**src/sv/vsa_pkg.sv**
```systemverilog
// Package for the voice slot allocator: request codes, defaults and sizing helpers.
package vsa_pkg;

  // Default pool size and priority width
  localparam int unsigned SlotsDefault        = 64;
  localparam int unsigned PriorityBitsDefault = 16;

  // Fixed field widths
  localparam int unsigned ActiveW = 7;
  localparam int unsigned TagW    = 8;
  localparam int unsigned IdxW    = 6;

  // Reset value of the active slot count
  localparam logic [ActiveW-1:0] ActiveReset = 7'd64;

  // Request codes; code 3 is unused and rejected
  typedef enum logic [1:0] {
    REQ_ALLOC   = 2'd0,
    REQ_RELEASE = 2'd1,
    REQ_FINISH  = 2'd2
  } req_type_e;

  // Sequencer states
  typedef enum logic [2:0] {
    ST_IDLE,
    ST_SCAN,
    ST_DRAIN,
    ST_RESP
  } state_e;

  // Width of an index into a store of the given depth
  function automatic int unsigned idx_bits(input int unsigned depth);
    return (depth > 1) ? $clog2(depth) : 1;
  endfunction

endpackage

```
**src/sv/vsa_ram.sv**
```systemverilog
// Generic single-port-write, single-port-read RAM with registered read data.
module vsa_ram #(
  parameter int unsigned WIDTH = 8,
  parameter int unsigned DEPTH = 64
) (
  input  logic                                    clk_i,
  input  logic                                    we_i,
  input  logic [vsa_pkg::idx_bits(DEPTH)-1:0]     waddr_i,
  input  logic [WIDTH-1:0]                        wdata_i,
  input  logic [vsa_pkg::idx_bits(DEPTH)-1:0]     raddr_i,
  output logic [WIDTH-1:0]                        rdata_o
);

  logic [WIDTH-1:0] mem_q [DEPTH];
  logic [WIDTH-1:0] rdata_q;

  // Write port
  always_ff @(posedge clk_i) begin
    if (we_i) begin
      mem_q[waddr_i] <= wdata_i;
    end
  end

  // Registered read port
  always_ff @(posedge clk_i) begin
    rdata_q <= mem_q[raddr_i];
  end

  assign rdata_o = rdata_q;

endmodule

```
**src/sv/voice_slot_allocator_core.sv**
```systemverilog
// Voice slot allocator: allocate, release and finished-mark updates over a slot pool.
//
//  channel | signals                                          | direction
//  --------+--------------------------------------------------+----------
//  request | in_valid_i / in_ready_o, req_type_i .. finished_i | in
//  result  | out_valid_o / out_ready_i, granted_o .. status_o   | out
//  config  | cfg_we_i, cfg_wdata_i (active_slots)             | in
//
// Allocate walks the pool one slot per cycle through the owner/priority RAM
// read port, stopping early when an idle slot turns up. Release and finished
// updates skip the walk. One item is in flight at a time; the result register
// lets a new item be taken while the previous result waits. Reset clears all
// busy and finished marks at once; owner and priority entries are only used
// for busy slots.
module voice_slot_allocator_core #(
  parameter int unsigned SLOTS         = vsa_pkg::SlotsDefault,
  parameter int unsigned PRIORITY_BITS = vsa_pkg::PriorityBitsDefault
) (
  input  logic                                clk_i,
  input  logic                                rst_ni,
  // configuration
  input  logic                                cfg_we_i,
  input  logic [vsa_pkg::ActiveW-1:0]         cfg_wdata_i,
  // request channel
  input  logic                                in_valid_i,
  output logic                                in_ready_o,
  input  logic [1:0]                          req_type_i,
  input  logic [vsa_pkg::TagW-1:0]            owner_tag_i,
  input  logic signed [PRIORITY_BITS-1:0]     priority_req_i,
  input  logic [vsa_pkg::IdxW-1:0]            slot_index_i,
  input  logic                                finished_i,
  // result channel
  output logic                                out_valid_o,
  input  logic                                out_ready_i,
  output logic                                granted_o,
  output logic [vsa_pkg::IdxW-1:0]            granted_slot_o,
  output logic                                evicted_o,
  output logic [vsa_pkg::TagW-1:0]            evicted_owner_o,
  output logic                                status_o
);

  localparam int unsigned IW   = vsa_pkg::idx_bits(SLOTS);
  localparam int unsigned CW   = $clog2(SLOTS + 1);
  localparam int unsigned TW   = vsa_pkg::TagW;
  localparam int unsigned RAMW = TW + PRIORITY_BITS;

  vsa_pkg::state_e state_q, state_d;

  // configuration and slot flags
  logic [vsa_pkg::ActiveW-1:0] active_q;
  logic [SLOTS-1:0]            busy_q, done_q;

  // captured request
  logic [1:0]                      req_q;
  logic [TW-1:0]                   tag_q;
  logic signed [PRIORITY_BITS-1:0] prio_q;
  logic [vsa_pkg::IdxW-1:0]        sidx_q;
  logic                            fin_q;

  // scan state
  logic [CW-1:0]                   cnt_q;
  logic                            rd_vld_q;
  logic [IW-1:0]                   rd_idx_q;
  logic                            idle_hit_q;
  logic [IW-1:0]                   idle_idx_q;
  logic                            have_min_q, have_done_q;
  logic signed [PRIORITY_BITS-1:0] min_prio_q;
  logic [IW-1:0]                   min_idx_q, done_idx_q;
  logic [TW-1:0]                   min_own_q, done_own_q;

  // result register
  logic                            out_valid_q;
  logic                            gr_q, ev_q, st_q;
  logic [vsa_pkg::IdxW-1:0]        gslot_q;
  logic [TW-1:0]                   eown_q;

  logic [CW-1:0]                   pool_n;
  logic                            accept, out_free, scan_live, scan_end;
  logic [IW-1:0]                   cnt_idx, req_idx;
  logic                            req_in_range;
  logic [RAMW-1:0]                 rd_data;
  logic [TW-1:0]                   rd_own;
  logic signed [PRIORITY_BITS-1:0] rd_prio;

  // result of the finished item
  logic                            r_gr, r_ev, r_st;
  logic [IW-1:0]                   r_slot;
  logic [TW-1:0]                   r_own;
  logic                            ram_we;

  // Effective pool size
  assign pool_n = (32'(active_q) > SLOTS) ? CW'(SLOTS) : CW'(active_q);

  assign accept    = in_valid_i && in_ready_o;
  assign out_free  = !out_valid_q || out_ready_i;
  assign cnt_idx   = cnt_q[IW-1:0];
  assign scan_end  = (cnt_q >= pool_n);
  assign scan_live = (state_q == vsa_pkg::ST_SCAN) && !scan_end;
  assign req_idx   = IW'(sidx_q);
  assign req_in_range = (32'(sidx_q) < 32'(pool_n)) && busy_q[req_idx];

  assign rd_own  = rd_data[RAMW-1 -: TW];
  assign rd_prio = signed'(rd_data[PRIORITY_BITS-1:0]);

  // Owner and priority store
  vsa_ram #(
    .WIDTH (RAMW),
    .DEPTH (SLOTS)
  ) u_ram (
    .clk_i   (clk_i),
    .we_i    (ram_we),
    .waddr_i (r_slot),
    .wdata_i ({tag_q, prio_q}),
    .raddr_i (cnt_idx),
    .rdata_o (rd_data)
  );

  // Next state
  always_comb begin
    state_d = state_q;
    unique case (state_q)
      vsa_pkg::ST_IDLE: begin
        if (accept) begin
          state_d = (req_type_i == vsa_pkg::REQ_ALLOC) ? vsa_pkg::ST_SCAN
                                                       : vsa_pkg::ST_RESP;
        end
      end
      vsa_pkg::ST_SCAN: begin
        if (scan_end) begin
          state_d = vsa_pkg::ST_DRAIN;
        end else if (!busy_q[cnt_idx]) begin
          state_d = vsa_pkg::ST_RESP;
        end
      end
      vsa_pkg::ST_DRAIN: state_d = vsa_pkg::ST_RESP;
      vsa_pkg::ST_RESP: begin
        if (out_free) begin
          state_d = vsa_pkg::ST_IDLE;
        end
      end
      default: state_d = vsa_pkg::ST_IDLE;
    endcase
  end

  // Outputs of the sequencer: result of the item under way
  always_comb begin
    r_gr   = 1'b0;
    r_ev   = 1'b0;
    r_st   = 1'b0;
    r_slot = '0;
    r_own  = '0;
    ram_we = 1'b0;
    unique case (req_q)
      vsa_pkg::REQ_ALLOC: begin
        priority if (idle_hit_q) begin
          r_gr   = 1'b1;
          r_slot = idle_idx_q;
        end else if (have_done_q) begin
          r_gr   = 1'b1;
          r_ev   = 1'b1;
          r_slot = done_idx_q;
          r_own  = done_own_q;
        end else if (have_min_q) begin
          r_gr   = 1'b1;
          r_ev   = 1'b1;
          r_slot = min_idx_q;
          r_own  = min_own_q;
        end
      end
      vsa_pkg::REQ_RELEASE, vsa_pkg::REQ_FINISH: r_st = !req_in_range;
      default: r_st = 1'b1;
    endcase
    if (state_q != vsa_pkg::ST_RESP || !out_free) begin
      ram_we = 1'b0;
    end else begin
      ram_we = r_gr;
    end
  end

  // Control registers: state, config, flags, read valid, result valid
  always_ff @(posedge clk_i or negedge rst_ni) begin
    if (!rst_ni) begin
      state_q     <= vsa_pkg::ST_IDLE;
      active_q    <= vsa_pkg::ActiveReset;
      busy_q      <= '0;
      done_q      <= '0;
      out_valid_q <= 1'b0;
      rd_vld_q    <= 1'b0;
    end else begin
      state_q  <= state_d;
      rd_vld_q <= scan_live && busy_q[cnt_idx];
      if (cfg_we_i) begin
        active_q <= cfg_wdata_i;
      end
      // commit the item, else drop the result once taken
      if (state_q == vsa_pkg::ST_RESP && out_free) begin
        out_valid_q <= 1'b1;
        if (r_gr) begin
          busy_q[r_slot] <= 1'b1;
          done_q[r_slot] <= 1'b0;
        end else if (!r_st && req_q == vsa_pkg::REQ_RELEASE) begin
          busy_q[req_idx] <= 1'b0;
          done_q[req_idx] <= 1'b0;
        end else if (!r_st && req_q == vsa_pkg::REQ_FINISH) begin
          done_q[req_idx] <= fin_q;
        end
      end else if (out_ready_i) begin
        out_valid_q <= 1'b0;
      end
    end
  end

  // Request capture, scan walk and result payload
  always_ff @(posedge clk_i) begin
    if (accept) begin
      req_q       <= req_type_i;
      tag_q       <= owner_tag_i;
      prio_q      <= priority_req_i;
      sidx_q      <= slot_index_i;
      fin_q       <= finished_i;
      cnt_q       <= '0;
      idle_hit_q  <= 1'b0;
      have_min_q  <= 1'b0;
      have_done_q <= 1'b0;
    end else begin
      if (scan_live) begin
        cnt_q <= cnt_q + CW'(1);
        if (!busy_q[cnt_idx]) begin
          idle_hit_q <= 1'b1;
          idle_idx_q <= cnt_idx;
        end
      end
      // compare stage on the slot read last cycle
      if (rd_vld_q) begin
        if (done_q[rd_idx_q]) begin
          have_done_q <= 1'b1;
          done_idx_q  <= rd_idx_q;
          done_own_q  <= rd_own;
        end
        if (!have_min_q || rd_prio < min_prio_q) begin
          have_min_q <= 1'b1;
          min_prio_q <= rd_prio;
          min_idx_q  <= rd_idx_q;
          min_own_q  <= rd_own;
        end
      end
    end
    rd_idx_q <= cnt_idx;
    if (state_q == vsa_pkg::ST_RESP && out_free) begin
      gr_q    <= r_gr;
      ev_q    <= r_ev;
      st_q    <= r_st;
      gslot_q <= vsa_pkg::IdxW'(r_slot);
      eown_q  <= r_own;
    end
  end

  assign in_ready_o      = (state_q == vsa_pkg::ST_IDLE);
  assign out_valid_o     = out_valid_q;
  assign granted_o       = gr_q;
  assign granted_slot_o  = gslot_q;
  assign evicted_o       = ev_q;
  assign evicted_owner_o = eown_q;
  assign status_o        = st_q;

endmodule

```
**config.mk**
```make
export PLATFORM = sky130hd
export DESIGN_NAME = voice_slot_allocator_core
export DESIGN_NICKNAME = d
export VERILOG_FILES = /design/src/sv/vsa_pkg.sv /design/src/sv/vsa_ram.sv /design/src/sv/voice_slot_allocator_core.sv
export SDC_FILE = /design/constraint.sdc
export NUM_CORES = 2
export LEC_CHECK = 0
export ABC_AREA = 1
export BUFFER_PORTS_ARGS = -buffer_cell sky130_fd_sc_hd__buf_2
export CAP_MARGIN = 30
export CORE_MARGIN = 8
export CORE_UTILIZATION = 45
export CTS_CLUSTER_SIZE = 10
export DETAILED_ROUTE_END_ITERATION = 16
export GPL_TIMING_DRIVEN = 0
export PLACE_DENSITY_LB_ADDON = 0.05
export SLEW_MARGIN = 25
export SYNTH_ARGS = -nofsm -noshare
export SYNTH_HDL_FRONTEND = slang
export SYNTH_HIERARCHICAL = 1
export SYNTH_SLANG_ARGS = --single-unit
```
**constraint.sdc**
```tcl
create_clock -name clk_i -period 10.2 [get_ports clk_i]
set_clock_uncertainty 0.2 [all_clocks]
set_input_delay 0.51 -clock clk_i [delete_from_list [all_inputs] [get_ports clk_i]]
set_output_delay 0.51 -clock clk_i [all_outputs]
set_load 0.01 [all_outputs]
```
==> qor.yml <==
synth:
  synth_seq_area_share_pct: 66.5
  synth_cell_types: 40
  avgSynthCellArea_um2: 10.2
  ys_ff_latch: 1815
  synth_flop_cell: "edfxtp_1"
  netlist_area_um2: 80300
  synth_edf_count: 1636
  syn_inst: 7852
  yosysWarnings: 6
  async_reset_ff_share_pct: 7.66
  synthesis.nets: 7932
final_layout:
  area_delta_synth_final_pct: 17.1
  design_area_um2: 94000
  layout_common_cells: "2803 x nand2_1, 1636 x edfxtp_1, 1494 x nand3_1"
  layout_commonest_cell: "nand2_1"
  nets: 8485
  post-route-util_pct: 52.9
  finalNonFillerCells: 10800
  drive_gt1_share_pct: 11.0
  fillers: 15600
critical_path:
  start_kind: "flip-flop"
  end_kind: "flip-flop"
  critical_path_class: "reg -> reg"
  crit_fanout: 10
  required_ps: 10530
  r2r_cells: 16
  ff2ff_setup_slack_ps: 3800
  cp.arrival_ps: 6720
routing:
  antenna_left: 0
  via_per_inst: 5.78
  drtIter0Drc: 8295
  vias: 62700
  first_pass_iters: 6
  wl_um: 297000
  wire_per_inst_um: 27.4
  drc_errors: 0
clock_tree:
  post_cts_resized: 0
  postCtsHoldBufs: 53
  cts_root_buf: "clkbuf_16"
  cts.htree.levels: 4
  clockBufferDepth: 3
  cts.clk_slew.worst_paths_ps: 60
  clk_latency_ps: 860
  cts_made_buffers: 207
  cts_tree: "built"
  post_cts_buffers: 0
  cts.sinks: 1815
run:
  maxCapViolCount: 0
floorplan:
  die_area_um2: 192000
  rows: 155
  io_pins: 64
  start_util_pct: 45.2
  core_area_um2: 178000
  die_w_um: 438
  die_y_um: 438
sta:
  setup_violations: 0
  worst_slew_pin_slew_ps: 1090
  grt_setup_unrepaired: "false"
  fmax_mhz: 156
  finalCritPeriodShare_pct: 62.7
  slew_violations: 0
  worst_slack_ps: 3800
  period_minus_slack_ps: 6400
  relSlewSlack_pct: 27.5
  finalHoldViolations: 0
grt:
  grt.total_usage_pct: 30.1
  grt_max_degree: 73
  grt_pass1_wl_um: 419000
  grt_pass1_vias: 58200
  overflow: 0
  antenna_found_initial: 9
min_path:
  hold_path.class: "in -> async"
power:
  p_int_w: 0.0151
  p_leak_nw: 35.9
  irDropWorstVdd_mv: 0.163
  power_frac_comb_pct: 39.2
  seq_power_share_pct: 34.8
  powerDensity_nw_per_um2: 274
  p_sw_share_pct: 41.3
  netSwitchingPower_w: 0.0107
  clkPwrFrac_pct: 26.0
outcome:
  status: "completed"
place:
  dpl_cell_area_um2: 87600
  portBuffers: 62
  gp_congestion: 0.993
  dp_cells: 10500
  post-dp-hpwl_um: 216000
  dp_slack_ps: 4010
cells in the mapped netlist (2+ instances only):
cell type  instances  area, µm²
buf_8              4       60.1
nand3_1         1494       7480
nand2_2            2       12.5
o211ai_1          66        495
nand2_1         2803      10500
nor3_1            14       70.1
clkbuf_1         133        499
buf_1             39        146
o21ai_1           24        120
nor2_1           364       1370
ha_1              35        438
inv_1            309       1160
a21oi_1           75        375
edfxtp_1        1636      49100
nand4_1           15       93.8
buf_6             46        518
mux2_2             4       45.0
nand3b_1          48        360
dfrtp_1          138       3450
inv_2              4       15.0
o31ai_1           64        480
nor4_1             9       56.3
buf_2            216       1080
clkinv_1           4       15.0
o21ai_0          195        976
dfxtp_1           40        801
buf_4             52        390
a31oi_1            7       43.8
power by group through the flow:
| stage | clock network [W] | registers, W | logic (W) |
|---|---|---|---|
| 4_1_cts | 0.00685 | 0.00898 | 0.00985 |
| 2_1_floorplan | 0 | 0.00912 | 0.00536 |
| 3_3_place_gp | 0 | 0.00954 | 0.00906 |
| 5_1_grt | 0.00710 | 0.00901 | 0.0107 |
| 3_5_place_dp | 0 | 0.00912 | 0.00979 |
| 6_report | 0.00672 | 0.00898 | 0.0101 |
area by class of cell:
class / count / area (µm²) / share of cell area, %
Clock buffer: 266 / 5520 / 5.87
Clock inverter: 26 / 328 / 0.349
Sequential cell: 1815 / 53400 / 56.8
Tap cell: 2355 / 2950 / 3.13
Buffer: 490 / 2700 / 2.87
Antenna cell: 5 / 12.5 / 0.0133
Timing Repair Buffer: 344 / 4420 / 4.70
Multi-Input combinational cell: 5229 / 23500 / 25.0
Inverter: 318 / 1200 / 1.27
stage by stage:
step / total power (W) / setup TNS, ps / hold WS, ps
CTS: 0.0257 / 0 / 23.3
finish: 0.0258 / 0 / 53.2
floorplan: 0.0145 / 0 / 14.4
global route: 0.0269 / 0 / 88.9
global placement: 0.0186 / -69630 / 206
detailed placement: 0.0189 / 0 / 215
registers in the layout (all words and copies together) (netlist names), 6 cells and up:
signal,count
active_q,7
busy_q,64
cnt_q,7
done_idx_q,6
done_own_q,8
done_q,64
evicted_owner_o,8
granted_slot_o,6
idle_idx_q,6
min_idx_q,6
min_own_q,8
min_prio_q,16
prio_q,16
rd_idx_q,6
req_idx,6
tag_q,8
u_ram/mem_q,1536
u_ram/rdata_o,24
layer usage:
metal | wire [µm] | GRT usage [%]
met5 | 0 | 0
met3 | 29900 | 6.37
met2 | 131000 | 45.9
met4 | 14100 | 12.5
met1 | 121000 | 42.0
worst paths after layout:
path,start,endpoint
worst max-delay path,req_q[1],u_ram/mem_q[55][15]
worst min-delay path,rst_ni,state_q[1]
worst max register to register,req_q[1],u_ram/mem_q[55][15]
worst min register to register,u_ram/rdata_o[18],min_own_q[2]
max in group asynchronous,rst_ni,done_q[15]
min in group clk_i,priority_req_i[1],prio_q[1]
logic make-up after synthesis:
kind of cell | Yosys count | synth area share [%]
AO/OA/AOI/OAI | 438 | 3.17
buffers and inverters | 808 | 4.85
flip-flops | 1815 | 66.5
adder cells (fa/ha/maj) | 35 | 0.545
multiplexers | 4 | 0.0561
AND/OR/NAND/NOR | 4752 | 24.9
worst max-delay path, cell delays in order, from the launching register on:
cell      delay (ps)
edfxtp_1         440
inv_1            110
ha_1             140
clkbuf_1         330
inv_1             70
a31oi_1          480
inv_1            310
clkbuf_1         390
clkbuf_1         410
nor2_1           540
clkbuf_1         360
nand4_1          480
nor4_2           760
buf_2            330
buf_2            200
buf_2            230
buf_2            240
(Power assumes the default switching activity.)
